### src/hw/rtl/assert_macros.svh
// Assertion macros used by the top level of the traffic monitor.
`ifndef ASSERT_MACROS_SVH
`define ASSERT_MACROS_SVH

// Clocked assertion that is switched off while reset is high.
`define ASSERT_CLK(label, clk, rst, prop, msg) \
   label: assert property (@(posedge clk) disable iff (rst) prop) else $error(msg);

// Clocked assertion that also holds during reset.
`define ASSERT_ALWAYS(label, clk, prop, msg) \
   label: assert property (@(posedge clk) prop) else $error(msg);

`endif

### src/hw/rtl/trm_pkg.sv
// Shared constants, types and codes of the traffic rate and activity monitor.
package trm_pkg;

   // Field widths.
   localparam int TOTAL_W = 64;
   localparam int DELTA_W = 31;
   localparam int HOURS_W = 21;
   localparam int MIN_W   = 6;
   localparam int TICKS_W = 32;
   localparam int MODE_W  = 2;
   localparam int STAT_W  = 2;

   // Averaging window, including the newest sample.
   localparam int WINDOW_DEPTH = 3;
   localparam int HIST_DEPTH   = WINDOW_DEPTH - 1;
   localparam int CNT_W        = $clog2(WINDOW_DEPTH);
   localparam int SUM_W        = DELTA_W + CNT_W;

   // Division of the window sum by a reciprocal multiplication.
   localparam int RECIP_SHIFT = SUM_W + CNT_W + 1;
   localparam int RECIP_W     = RECIP_SHIFT - CNT_W + 1;
   localparam logic [RECIP_W-1:0] RECIP_M = RECIP_W'(
      ((64'd1 << RECIP_SHIFT) + 64'(WINDOW_DEPTH - 1)) / 64'(WINDOW_DEPTH));
   localparam int LO_W    = SUM_W / 2;
   localparam int HI_W    = SUM_W - LO_W;
   localparam int PLO_W   = LO_W + RECIP_W;
   localparam int PHI_W   = HI_W + RECIP_W;
   localparam int PROD_W  = SUM_W + RECIP_W;

   // Saturation value of a per-tick delta.
   localparam logic [DELTA_W-1:0] DELTA_MAX = '1;

   // Idle clock limits.
   localparam int SECS_PER_MIN  = 60;
   localparam int MINS_PER_HOUR = 60;

   // Configuration port.
   localparam int CSR_INDEX_W = 1;
   localparam int CSR_DATA_W  = 31;
   localparam logic [CSR_INDEX_W-1:0] CSR_IDLE_THR = 1'd0;
   localparam logic [CSR_INDEX_W-1:0] CSR_HOT_THR  = 1'd1;
   localparam logic [DELTA_W-1:0] HOT_THR_RESET = 31'd10000;

   // Display modes.
   localparam logic [MODE_W-1:0] MODE_RATES   = 2'd0;
   localparam logic [MODE_W-1:0] MODE_IDLE    = 2'd1;
   localparam logic [MODE_W-1:0] MODE_OFFLINE = 2'd2;
   localparam logic [MODE_W-1:0] MODE_NONE    = 2'd3;

   // Activity status codes.
   localparam logic [STAT_W-1:0] STAT_IDLE      = 2'd0;
   localparam logic [STAT_W-1:0] STAT_DOWNLOAD  = 2'd1;
   localparam logic [STAT_W-1:0] STAT_UPLOAD    = 2'd2;
   localparam logic [STAT_W-1:0] STAT_UNCHANGED = 2'd3;

   // Stream word widths.
   localparam int REQ_DATA_W   = 2 * TOTAL_W;
   localparam int RSP_FIELDS_W = 2 * DELTA_W + HOURS_W + 2 * MIN_W + STAT_W + 1;
   localparam int RSP_DATA_W   = ((RSP_FIELDS_W + 7) / 8) * 8;
   localparam int RSP_PAD_W    = RSP_DATA_W - RSP_FIELDS_W;

   // Load enables of the delta stages.
   typedef struct packed {
      logic load_in;
      logic load_delta;
   } delta_en_type;

   // Load enables of the averaging stages.
   typedef struct packed {
      logic load_sum;
      logic load_prod;
      logic load_avg;
   } avg_en_type;

   // One result word.
   typedef struct packed {
      logic [MODE_W-1:0]  display_mode;
      logic [DELTA_W-1:0] avg_rx;
      logic [DELTA_W-1:0] avg_tx;
      logic [HOURS_W-1:0] idle_hours;
      logic [MIN_W-1:0]   idle_minutes;
      logic [MIN_W-1:0]   idle_secs_part;
      logic [STAT_W-1:0]  activity_status;
      logic               clear_addresses;
   } rsp_type;

endpackage

### src/hw/rtl/trm_delta.sv
// Input register and per-tick delta stage of both byte counters.
module trm_delta (
   input  logic                          clock,
   input  logic                          reset,
   input  trm_pkg::delta_en_type         en,
   input  logic                          req_link_valid,
   input  logic [trm_pkg::TOTAL_W-1:0]   req_rx_total,
   input  logic [trm_pkg::TOTAL_W-1:0]   req_tx_total,
   output logic                          link_valid_d,
   output logic [trm_pkg::DELTA_W-1:0]   delta_rx_d,
   output logic [trm_pkg::DELTA_W-1:0]   delta_tx_d
);

   // Delta against the previous reading, zero while there is none, saturated.
   function automatic logic [trm_pkg::DELTA_W-1:0] make_delta(
      input logic [trm_pkg::TOTAL_W-1:0] cur,
      input logic [trm_pkg::TOTAL_W-1:0] prev
   );
      logic [trm_pkg::TOTAL_W-1:0] diff;
      diff = cur - prev;
      if (prev == '0) begin
         return '0;
      end else if (diff[trm_pkg::TOTAL_W-1:trm_pkg::DELTA_W] != '0) begin
         return trm_pkg::DELTA_MAX;
      end else begin
         return diff[trm_pkg::DELTA_W-1:0];
      end
   endfunction

   logic                        link_ff;
   logic [trm_pkg::TOTAL_W-1:0] rx_ff;
   logic [trm_pkg::TOTAL_W-1:0] tx_ff;
   logic [trm_pkg::TOTAL_W-1:0] prev_rx_ff;
   logic [trm_pkg::TOTAL_W-1:0] prev_tx_ff;
   logic [trm_pkg::TOTAL_W-1:0] prev_rx_in;
   logic [trm_pkg::TOTAL_W-1:0] prev_tx_in;
   logic                        link_d_ff;
   logic [trm_pkg::DELTA_W-1:0] delta_rx_ff;
   logic [trm_pkg::DELTA_W-1:0] delta_tx_ff;
   logic [trm_pkg::DELTA_W-1:0] delta_rx_in;
   logic [trm_pkg::DELTA_W-1:0] delta_tx_in;

   // Input register.
   always_ff @(posedge clock) begin
      if (en.load_in) begin
         link_ff <= req_link_valid;
         rx_ff   <= req_rx_total;
         tx_ff   <= req_tx_total;
      end
   end

   // An offline word stores zero deltas and forgets the previous readings.
   always_comb begin
      if (link_ff) begin
         delta_rx_in = make_delta(rx_ff, prev_rx_ff);
         delta_tx_in = make_delta(tx_ff, prev_tx_ff);
         prev_rx_in  = rx_ff;
         prev_tx_in  = tx_ff;
      end else begin
         delta_rx_in = '0;
         delta_tx_in = '0;
         prev_rx_in  = '0;
         prev_tx_in  = '0;
      end
   end

   // Previous counter readings.
   always_ff @(posedge clock) begin
      if (reset) begin
         prev_rx_ff <= '0;
         prev_tx_ff <= '0;
      end else if (en.load_delta) begin
         prev_rx_ff <= prev_rx_in;
         prev_tx_ff <= prev_tx_in;
      end
   end

   // Delta register.
   always_ff @(posedge clock) begin
      if (en.load_delta) begin
         link_d_ff   <= link_ff;
         delta_rx_ff <= delta_rx_in;
         delta_tx_ff <= delta_tx_in;
      end
   end

   assign link_valid_d = link_d_ff;
   assign delta_rx_d   = delta_rx_ff;
   assign delta_tx_d   = delta_tx_ff;

endmodule

### src/hw/rtl/trm_avg.sv
// Sliding window and truncated average of one direction's deltas.
module trm_avg (
   input  logic                        clock,
   input  logic                        reset,
   input  trm_pkg::avg_en_type         en,
   input  logic [trm_pkg::DELTA_W-1:0] delta_in,
   output logic [trm_pkg::DELTA_W-1:0] avg,
   output logic                        any_nonzero
);

   logic [trm_pkg::DELTA_W-1:0] hist_ff [trm_pkg::HIST_DEPTH];
   logic [trm_pkg::SUM_W-1:0]   sum_in;
   logic                        nz_in;
   logic [trm_pkg::SUM_W-1:0]   sum_ff;
   logic                        nz_sum_ff;
   logic [trm_pkg::PLO_W-1:0]   plo_ff;
   logic [trm_pkg::PHI_W-1:0]   phi_ff;
   logic                        nz_prod_ff;
   logic [trm_pkg::PROD_W-1:0]  prod;
   logic [trm_pkg::DELTA_W-1:0] avg_ff;
   logic                        nz_avg_ff;

   // Sum of the stored deltas and the newest one.
   always_comb begin
      sum_in = trm_pkg::SUM_W'(delta_in);
      nz_in  = (delta_in != '0);
      for (int i = 0; i < trm_pkg::HIST_DEPTH; i++) begin
         sum_in = sum_in + trm_pkg::SUM_W'(hist_ff[i]);
         nz_in  = nz_in | (hist_ff[i] != '0);
      end
   end

   // The newest delta shifts into the window.
   always_ff @(posedge clock) begin
      if (reset) begin
         for (int i = 0; i < trm_pkg::HIST_DEPTH; i++) begin
            hist_ff[i] <= '0;
         end
      end else if (en.load_sum) begin
         for (int i = 0; i < trm_pkg::HIST_DEPTH - 1; i++) begin
            hist_ff[i] <= hist_ff[i + 1];
         end
         hist_ff[trm_pkg::HIST_DEPTH - 1] <= delta_in;
      end
   end

   // Sum register.
   always_ff @(posedge clock) begin
      if (en.load_sum) begin
         sum_ff    <= sum_in;
         nz_sum_ff <= nz_in;
      end
   end

   // Reciprocal multiplication, split into a low and a high partial product.
   always_ff @(posedge clock) begin
      if (en.load_prod) begin
         plo_ff     <= trm_pkg::PLO_W'(sum_ff[trm_pkg::LO_W-1:0])
                     * trm_pkg::PLO_W'(trm_pkg::RECIP_M);
         phi_ff     <= trm_pkg::PHI_W'(sum_ff[trm_pkg::SUM_W-1:trm_pkg::LO_W])
                     * trm_pkg::PHI_W'(trm_pkg::RECIP_M);
         nz_prod_ff <= nz_sum_ff;
      end
   end

   // Recombine the partial products; the quotient sits above the shift.
   assign prod = (trm_pkg::PROD_W'(phi_ff) << trm_pkg::LO_W) + trm_pkg::PROD_W'(plo_ff);

   always_ff @(posedge clock) begin
      if (en.load_avg) begin
         avg_ff    <= prod[trm_pkg::RECIP_SHIFT +: trm_pkg::DELTA_W];
         nz_avg_ff <= nz_prod_ff;
      end
   end

   assign avg         = avg_ff;
   assign any_nonzero = nz_avg_ff;

endmodule

### src/hw/rtl/trm_report.sv
// Display mode, idle clock, activity status and result register.
module trm_report (
   input  logic                        clock,
   input  logic                        reset,
   input  logic                        load,
   input  logic                        link_valid,
   input  logic [trm_pkg::DELTA_W-1:0] avg_rx,
   input  logic [trm_pkg::DELTA_W-1:0] avg_tx,
   input  logic                        rx_nonzero,
   input  logic [trm_pkg::DELTA_W-1:0] idle_thr,
   input  logic [trm_pkg::DELTA_W-1:0] hot_thr,
   output trm_pkg::rsp_type            rsp
);

   localparam logic [trm_pkg::MIN_W-1:0] SEC_LAST = trm_pkg::MIN_W'(trm_pkg::SECS_PER_MIN - 1);
   localparam logic [trm_pkg::MIN_W-1:0] MIN_LAST = trm_pkg::MIN_W'(trm_pkg::MINS_PER_HOUR - 1);

   logic [trm_pkg::TICKS_W-1:0] ticks_ff;
   logic [trm_pkg::TICKS_W-1:0] ticks_in;
   logic [trm_pkg::HOURS_W-1:0] hours_ff;
   logic [trm_pkg::HOURS_W-1:0] hours_in;
   logic [trm_pkg::MIN_W-1:0]   mins_ff;
   logic [trm_pkg::MIN_W-1:0]   mins_in;
   logic [trm_pkg::MIN_W-1:0]   secs_ff;
   logic [trm_pkg::MIN_W-1:0]   secs_in;
   logic [trm_pkg::MODE_W-1:0]  last_mode_ff;
   logic [trm_pkg::DELTA_W-1:0] last_rx_ff;
   logic [trm_pkg::DELTA_W-1:0] last_tx_ff;
   logic [trm_pkg::MODE_W-1:0]  mode_in;
   logic [trm_pkg::STAT_W-1:0]  status_in;
   logic [trm_pkg::DELTA_W-1:0] avg_rx_in;
   logic [trm_pkg::DELTA_W-1:0] avg_tx_in;
   logic                        active;
   logic                        hot;
   logic                        unchanged;
   trm_pkg::rsp_type            rsp_in;
   trm_pkg::rsp_type            rsp_ff;

   // Mode decision and the idle clock, kept as hours, minutes and seconds.
   always_comb begin
      active    = rx_nonzero && (avg_rx > idle_thr || avg_tx > idle_thr);
      hot       = (avg_rx > hot_thr) || (avg_tx > hot_thr);
      status_in = trm_pkg::STAT_IDLE;
      avg_rx_in = avg_rx;
      avg_tx_in = avg_tx;
      ticks_in  = '0;
      hours_in  = '0;
      mins_in   = '0;
      secs_in   = '0;
      if (!link_valid) begin
         mode_in   = trm_pkg::MODE_OFFLINE;
         avg_rx_in = '0;
         avg_tx_in = '0;
      end else if (active) begin
         mode_in = trm_pkg::MODE_RATES;
         if (hot) begin
            status_in = (avg_tx > avg_rx) ? trm_pkg::STAT_UPLOAD : trm_pkg::STAT_DOWNLOAD;
         end
      end else begin
         mode_in  = trm_pkg::MODE_IDLE;
         ticks_in = ticks_ff + 1'b1;
         // The tick counter wrapping to zero also clears the clock.
         if (ticks_ff != '1) begin
            hours_in = hours_ff;
            mins_in  = mins_ff;
            if (secs_ff != SEC_LAST) begin
               secs_in = secs_ff + 1'b1;
            end else if (mins_ff != MIN_LAST) begin
               mins_in = mins_ff + 1'b1;
            end else begin
               mins_in  = '0;
               hours_in = hours_ff + 1'b1;
            end
         end
      end

      // Same rates as the last rates display, or offline twice in a row.
      if (mode_in == trm_pkg::MODE_RATES) begin
         unchanged = (last_mode_ff == trm_pkg::MODE_RATES) && (last_rx_ff == avg_rx_in)
                     && (last_tx_ff == avg_tx_in);
      end else begin
         unchanged = (mode_in == trm_pkg::MODE_OFFLINE)
                     && (last_mode_ff == trm_pkg::MODE_OFFLINE);
      end
      if (unchanged) begin
         status_in = trm_pkg::STAT_UNCHANGED;
      end

      rsp_in.display_mode    = mode_in;
      rsp_in.avg_rx          = avg_rx_in;
      rsp_in.avg_tx          = avg_tx_in;
      rsp_in.idle_hours      = hours_in;
      rsp_in.idle_minutes    = mins_in;
      rsp_in.idle_secs_part  = secs_in;
      rsp_in.activity_status = status_in;
      rsp_in.clear_addresses = !link_valid;
   end

   // Idle clock and last display.
   always_ff @(posedge clock) begin
      if (reset) begin
         ticks_ff     <= '0;
         hours_ff     <= '0;
         mins_ff      <= '0;
         secs_ff      <= '0;
         last_mode_ff <= trm_pkg::MODE_NONE;
         last_rx_ff   <= '0;
         last_tx_ff   <= '0;
      end else if (load) begin
         ticks_ff     <= ticks_in;
         hours_ff     <= hours_in;
         mins_ff      <= mins_in;
         secs_ff      <= secs_in;
         last_mode_ff <= mode_in;
         last_rx_ff   <= avg_rx_in;
         last_tx_ff   <= avg_tx_in;
      end
   end

   // Result register.
   always_ff @(posedge clock) begin
      if (load) begin
         rsp_ff <= rsp_in;
      end
   end

   assign rsp = rsp_ff;

endmodule

### src/hw/rtl/traffic_rate_activity_monitor_core.sv
// Top level of the traffic rate and activity monitor.
//
// Takes one poll word per clock while the input stage is ready and gives one result
// word per poll, in order. A poll passes six register stages (input, delta, window
// sum, reciprocal partial products, average, result); the edge that accepts a poll
// loads the input stage. The sustained rate is one word per cycle while the output
// is not held: the previous counters, the averaging window, the idle clock and the
// last display each update once per word. Every stage holds its word while the next
// one cannot take it, so a stalled output still lets words enter until the pipeline
// is full. The user must write thresholds through the csr port only while no poll
// is in flight; the block itself does not enforce it.
`include "assert_macros.svh"

module traffic_rate_activity_monitor_core (
   input  logic                              clock,
   input  logic                              reset,
   // Poll words.
   input  logic                              req_tvalid,
   output logic                              req_tready,
   input  logic [trm_pkg::REQ_DATA_W-1:0]    req_tdata,  // rx_total, tx_total
   input  logic                              req_tuser,  // link_valid
   // Result words.
   output logic                              rsp_tvalid,
   input  logic                              rsp_tready,
   // avg_rx, avg_tx, idle_hours, idle_minutes, idle_secs_part, activity_status,
   // clear_addresses, zero fill
   output logic [trm_pkg::RSP_DATA_W-1:0]    rsp_tdata,
   output logic [trm_pkg::MODE_W-1:0]        rsp_tuser,  // display_mode
   // Configuration writes.
   input  logic                              csr_we,
   input  logic [trm_pkg::CSR_INDEX_W-1:0]   csr_index,
   input  logic [trm_pkg::CSR_DATA_W-1:0]    csr_wdata
);

   localparam int NUM_STAGES = 6;
   localparam int ST_IN      = 0;
   localparam int ST_DELTA   = 1;
   localparam int ST_SUM     = 2;
   localparam int ST_PROD    = 3;
   localparam int ST_AVG     = 4;
   localparam int ST_OUT     = 5;

   logic [NUM_STAGES-1:0]        valid_ff;
   logic [NUM_STAGES-1:0]        valid_in;
   logic [NUM_STAGES-1:0]        stage_rdy;
   logic [NUM_STAGES-1:0]        stage_load;
   logic [trm_pkg::DELTA_W-1:0]  idle_thr_ff;
   logic [trm_pkg::DELTA_W-1:0]  hot_thr_ff;
   trm_pkg::delta_en_type        delta_en;
   trm_pkg::avg_en_type          avg_en;
   logic                         link_d;
   logic [trm_pkg::DELTA_W-1:0]  delta_rx;
   logic [trm_pkg::DELTA_W-1:0]  delta_tx;
   logic                         link_sum_ff;
   logic                         link_prod_ff;
   logic                         link_avg_ff;
   logic [trm_pkg::DELTA_W-1:0]  avg_rx;
   logic [trm_pkg::DELTA_W-1:0]  avg_tx;
   logic                         rx_nz;
   logic                         tx_nz;
   trm_pkg::rsp_type             rsp;
   logic                         clear_ok;
   logic                         rates_clock_ok;
   logic                         clock_range_ok;
   logic                         upload_ok;
   logic                         tx_flag_ok;

   // Configuration registers.
   always_ff @(posedge clock) begin
      if (reset) begin
         idle_thr_ff <= '0;
         hot_thr_ff  <= trm_pkg::HOT_THR_RESET;
      end else if (csr_we) begin
         case (csr_index)
            trm_pkg::CSR_IDLE_THR: idle_thr_ff <= csr_wdata;
            trm_pkg::CSR_HOT_THR:  hot_thr_ff  <= csr_wdata;
            default: begin
            end
         endcase
      end
   end

   // A stage can take a word when it is empty or its word moves on.
   always_comb begin
      stage_rdy[ST_OUT] = !valid_ff[ST_OUT] || rsp_tready;
      for (int k = NUM_STAGES - 2; k >= 0; k--) begin
         stage_rdy[k] = !valid_ff[k] || stage_rdy[k + 1];
      end
      stage_load[ST_IN] = req_tvalid && stage_rdy[ST_IN];
      valid_in[ST_IN]   = stage_rdy[ST_IN] ? req_tvalid : valid_ff[ST_IN];
      for (int k = 1; k < NUM_STAGES; k++) begin
         stage_load[k] = valid_ff[k - 1] && stage_rdy[k];
         valid_in[k]   = stage_rdy[k] ? valid_ff[k - 1] : valid_ff[k];
      end
   end

   always_ff @(posedge clock) begin
      if (reset) begin
         valid_ff <= '0;
      end else begin
         valid_ff <= valid_in;
      end
   end

   assign req_tready = stage_rdy[ST_IN];
   assign rsp_tvalid = valid_ff[ST_OUT];

   assign delta_en.load_in    = stage_load[ST_IN];
   assign delta_en.load_delta = stage_load[ST_DELTA];
   assign avg_en.load_sum     = stage_load[ST_SUM];
   assign avg_en.load_prod    = stage_load[ST_PROD];
   assign avg_en.load_avg     = stage_load[ST_AVG];

   // Per-tick deltas.
   trm_delta u_delta (
      .clock          (clock),
      .reset          (reset),
      .en             (delta_en),
      .req_link_valid (req_tuser),
      .req_rx_total   (req_tdata[trm_pkg::TOTAL_W-1:0]),
      .req_tx_total   (req_tdata[trm_pkg::REQ_DATA_W-1:trm_pkg::TOTAL_W]),
      .link_valid_d   (link_d),
      .delta_rx_d     (delta_rx),
      .delta_tx_d     (delta_tx)
   );

   // Link flag travels beside the averaging stages.
   always_ff @(posedge clock) begin
      if (stage_load[ST_SUM]) begin
         link_sum_ff <= link_d;
      end
      if (stage_load[ST_PROD]) begin
         link_prod_ff <= link_sum_ff;
      end
      if (stage_load[ST_AVG]) begin
         link_avg_ff <= link_prod_ff;
      end
   end

   // Receive and transmit averages.
   trm_avg u_avg_rx (
      .clock       (clock),
      .reset       (reset),
      .en          (avg_en),
      .delta_in    (delta_rx),
      .avg         (avg_rx),
      .any_nonzero (rx_nz)
   );

   trm_avg u_avg_tx (
      .clock       (clock),
      .reset       (reset),
      .en          (avg_en),
      .delta_in    (delta_tx),
      .avg         (avg_tx),
      .any_nonzero (tx_nz)
   );

   // Mode, idle clock and status.
   trm_report u_report (
      .clock          (clock),
      .reset          (reset),
      .load           (stage_load[ST_OUT]),
      .link_valid     (link_avg_ff),
      .avg_rx         (avg_rx),
      .avg_tx         (avg_tx),
      .rx_nonzero     (rx_nz),
      .idle_thr       (idle_thr_ff),
      .hot_thr        (hot_thr_ff),
      .rsp            (rsp)
   );

   // Result word packing.
   assign rsp_tuser = rsp.display_mode;
   assign rsp_tdata = {{trm_pkg::RSP_PAD_W{1'b0}}, rsp.clear_addresses, rsp.activity_status,
                       rsp.idle_secs_part, rsp.idle_minutes, rsp.idle_hours,
                       rsp.avg_tx, rsp.avg_rx};

   // Conditions that every result word and the average stage must meet.
   assign clear_ok       = rsp.clear_addresses == (rsp.display_mode == trm_pkg::MODE_OFFLINE);
   assign rates_clock_ok = (rsp.display_mode != trm_pkg::MODE_RATES)
                           || ({rsp.idle_hours, rsp.idle_minutes, rsp.idle_secs_part} == '0);
   assign clock_range_ok = (rsp.idle_minutes < trm_pkg::MIN_W'(trm_pkg::MINS_PER_HOUR))
                           && (rsp.idle_secs_part < trm_pkg::MIN_W'(trm_pkg::SECS_PER_MIN));
   assign upload_ok      = (rsp.activity_status != trm_pkg::STAT_UPLOAD)
                           || ((rsp.display_mode == trm_pkg::MODE_RATES)
                               && (rsp.avg_tx > rsp.avg_rx));
   assign tx_flag_ok     = !valid_ff[ST_AVG] || (avg_tx == '0) || tx_nz;

   // Checks on the result words and the average stage.
   `ASSERT_CLK(a_clear_offline, clock, reset, rsp_tvalid |-> clear_ok, "clear flag disagrees with mode")
   `ASSERT_CLK(a_rates_no_clock, clock, reset, rsp_tvalid |-> rates_clock_ok, "idle clock in rates")
   `ASSERT_CLK(a_clock_range, clock, reset, rsp_tvalid |-> clock_range_ok, "idle clock out of range")
   `ASSERT_CLK(a_upload_rates, clock, reset, rsp_tvalid |-> upload_ok, "upload status without rates")
   `ASSERT_CLK(a_tx_window_flag, clock, reset, tx_flag_ok, "transmit average from a silent window")

endmodule
### config.mk
export PLATFORM = sky130hd
export DESIGN_NAME = traffic_rate_activity_monitor_core
export DESIGN_NICKNAME = d
export VERILOG_FILES = /design/src/hw/rtl/trm_pkg.sv /design/src/hw/rtl/trm_delta.sv /design/src/hw/rtl/trm_avg.sv /design/src/hw/rtl/trm_report.sv /design/src/hw/rtl/traffic_rate_activity_monitor_core.sv
export VERILOG_INCLUDE_DIRS = /design/src /design/src/hw/rtl
export SDC_FILE = /design/constraint.sdc
export NUM_CORES = 2
export LEC_CHECK = 0
export BUFFER_PORTS_ARGS = -buffer_cell sky130_fd_sc_hd__buf_4
export CAP_MARGIN = 40
export CORE_MARGIN = 3
export CORE_UTILIZATION = 52
export CTS_CLUSTER_DIAMETER = 200
export CTS_CLUSTER_SIZE = 40
export DETAILED_ROUTE_END_ITERATION = 8
export HOLD_SLACK_MARGIN = 0.06
export PLACE_DENSITY_LB_ADDON = 0.15
export SYNTH_ARGS = -nofsm -noshare
export SYNTH_HDL_FRONTEND = slang
export SYNTH_SLANG_ARGS = --single-unit
### constraint.sdc
create_clock -name clock -period 37.4 [get_ports clock]
set_input_delay 1.87 -clock clock [delete_from_list [all_inputs] [get_ports clock]]
set_output_delay 1.87 -clock clock [all_outputs]
set_load 0.1 [all_outputs]
==> flow_metrics.env <==
export IMPL_finalWirelength_um=184000
export IMPL_dominantRegCellSynth="edfxtp_1"
export IMPL_yosysWarnings=0
export IMPL_critPathKind="reg -> reg"
export IMPL_min_period_ns=7.13
export IMPL_firstDrtPassIters=8
export IMPL_postRouteAntennaNets=0
export IMPL_first_iter_violations=3334
export IMPL_ir_worst_vdd_mv=0.155
export IMPL_grt_pass1_wl_um=296000
export IMPL_cp_start_kind="flop"
export IMPL_htree_num_levels=1
export IMPL_cts_setup_buffers=0
export IMPL_clk_latency_ns=0.72
export IMPL_crit_path_max_fanout=6
export IMPL_cts_tree="done"
export IMPL_coreArea_sq_um=146000
export IMPL_root_buffer="clkbuf_16"
export IMPL_synth_edf_count=717
export IMPL_clock_sinks=1042
export IMPL_grt_pass1_vias=55300
export IMPL_required_ns=37.87
export IMPL_crit_path_end_kind="flop"
export IMPL_skew_ns=0.0543
export IMPL_nets=9419
export IMPL_io_pins=274
export IMPL_dp_hpwl_um=148000
export IMPL_dp_cells=9815
export IMPL_cap_violations=0
export IMPL_syn_inst=7828
export IMPL_gp_congestion=0.958
export IMPL_ys_async_sr_fraction_pct=0
export IMPL_rsz0062_at_grt="false"
export IMPL_netlist_area_sq_um=77000
export IMPL_grt_max_degree=116
export IMPL_avgSynthCellArea_sq_um=9.83
export IMPL_worst_slew_pin_slew_ns=0.912
export IMPL_avgRoutedWirePerCell_um=18.6
export IMPL_power_per_cell_area_nw_per_um2=93.8
export IMPL_grt_overflow=0
export IMPL_arrival_ns=7.60
export IMPL_grt_use_total_pct=23.9
export IMPL_drive_gt1_share_pct=5.81
export IMPL_clockBufferDepth=3
export IMPL_diodes=0
export IMPL_die_area_sq_um=153000
export IMPL_vias=55300
export IMPL_relSlewSlack_pct=39.0
export IMPL_antenna_found_initial=0
export IMPL_hold_buffers=0
export IMPL_clkTransAtPathRegs_ns=0.15
export IMPL_numCtsBuffers=30
export IMPL_hold_path_class="reg -> reg"
export IMPL_setup_violations=0
export IMPL_cts_resized=0
export IMPL_yosysSeqAreaShare_pct=36.4
export IMPL_status="finished clean"
export IMPL_fp_dieW_um=391
export IMPL_synthToLayoutAreaGrowth_pct=6.42
export IMPL_synth_seq_cells=1042
export IMPL_power_leakage_nw=34.3
export IMPL_die_h_um=391
export IMPL_hold_viol=0
export IMPL_initial_utilization_pct=52.6
export IMPL_io_buffers=267
export IMPL_drv_slew=0
export IMPL_ys_types=99
export IMPL_max_clock_freq_ghz=0.140
export IMPL_fin_crit_sh_pct=19.1
export IMPL_fin_cells=9870
export IMPL_viasPerCell=5.61
export IMPL_finalSetupTns_ns=0
export IMPL_drc=0
export IMPL_rows=140
-- through the flow --
step	power (mW)	utilization (%)	setup WS [ns]	hold slack (ns)	cell area, sq um
2_1_floorplan	5.94	-	22.06	0.400	77000
3_3_place_gp	7.11	55.3	30.29	0.403	80800
3_5_place_dp	7.20	55.4	30.22	0.406	81000
4_1_cts	7.76	56.0	30.19	0.436	81900
5_1_grt	8.55	56.0	29.80	0.439	81900
6_report	7.68	56.0	30.27	0.435	81900
-- state kept, by name (all words and copies together), names as in the netlist, 32 cells and up --
register / count
u_avg_tx.plo_ff: 34
u_report.rsp: 99
u_avg_rx.hist_ff: 62
u_delta.tx_ff: 64
u_delta.rx_ff: 64
u_avg_tx.hist_ff: 62
u_avg_rx.sum_ff: 33
u_avg_rx.phi_ff: 50
u_delta.prev_tx_ff: 64
u_avg_rx.plo_ff: 34
u_avg_tx.phi_ff: 50
u_report.ticks_ff: 32
u_avg_tx.sum_ff: 33
u_delta.prev_rx_ff: 64
-- critical path, stage by stage, from the launching register on --
cell	delay [ns]
edfxtp_1	0.48
ha_1	0.33
inv_1	0.08
fa_1	0.58
inv_1	0.11
fa_1	0.58
inv_1	0.14
fa_1	0.54
fa_1	0.55
inv_1	0.06
fa_1	0.47
ha_1	0.32
a21o_1	0.16
a211oi_1	0.33
o211ai_1	0.16
a21o_1	0.23
a31oi_1	0.31
a21oi_1	0.21
o21ai_0	0.30
nand3_1	0.15
o2111a_1	0.18
o21a_1	0.20
o21a_1	0.19
nor2_1	0.12
xnor2_1	0.08
-- synth_stat cells, types with 67 or more instances --
cell      instances  area [sq um]
ha_1            967         12100
inv_1           910          3420
edfxtp_1        717         21500
a21oi_1         667          3340
nand2_1         606          2270
nor2_1          456          1710
fa_1            356          7130
dfxtp_1         325          6510
xnor2_1         310          2720
nand3_1         265          1330
o21ai_0         256          1280
a21o_1          234          1760
clkbuf_1        204           766
and2_1          162          1010
xor2_1          144          1260
nand4_1         109           682
nor4_1          105           657
nor3_1          104           521
o21a_1           78           586
nor2b_1          74           463
nand2b_1         69           432
and3_1           67           419
-- cells in the final DEF (no fill, tap or decap), drive strengths merged, types with 268 or more instances in the layout --
master and instances:
xnor2 311, buf 312, ha 967, fa 356, inv 912, dfxtp 325, nand2 606, o21ai 268
edfxtp 717, nor2 457, a21oi 700
-- cell type report --
class	instances	area, sq um
Clock inverter	2	41.3
Timing Repair Buffer	312	2500
Multi-Input combinational cell	5633	44700
Clock buffer	53	858
Sequential cell	1042	28000
Inverter	911	3430
Tap cell	1917	2400
Fill cell	12800	64300
-- power by group --
part,switching [mW],internal [mW],leakage (nW)
Combinational,3.08,2.25,24.5
Clock,0.343,0.161,0.425
Sequential,0.0812,1.77,9.38
Total,3.50,4.18,34.3
-- final timing paths --
kind | startpoint | endpoint | slack (ns) | cells after the start
worst max-delay path | u_avg_rx.sum_ff[3] | u_avg_rx.plo_ff[50] | 30.27 | 24
worst min register to register | link_sum_ff | link_prod_ff | 0.43 | 0
worst min-delay path | link_sum_ff | link_prod_ff | 0.43 | 0
worst max register to register | u_avg_rx.sum_ff[3] | u_avg_rx.plo_ff[50] | 30.27 | 24
-- metal layers --
metal	part of all wire (%)	global-route usage, %	wire length [um]	up-vias
li1	-	-	-	27600
met1	46	32.4	84100	26500
met2	47	41.0	87100	1037
met3	3.2	1.66	5930	221
met4	3.5	7.14	6430	0
met5	0	0	0	-
-- cell families (layout without fill, tap and decap cells) --
group,Yosys count,in the layout,synth area share [%]
other cells,1,6,0.00487
fa+ha+maj,1323,1323,25.0
xor+xnor,455,455,5.19
flops,1042,1042,36.4
mux,9,9,0.117
buf+inv,1158,1278,5.75
simple gates,2146,2146,13.6
compound gates,1694,1694,14.0
(Power assumes the default switching activity.)
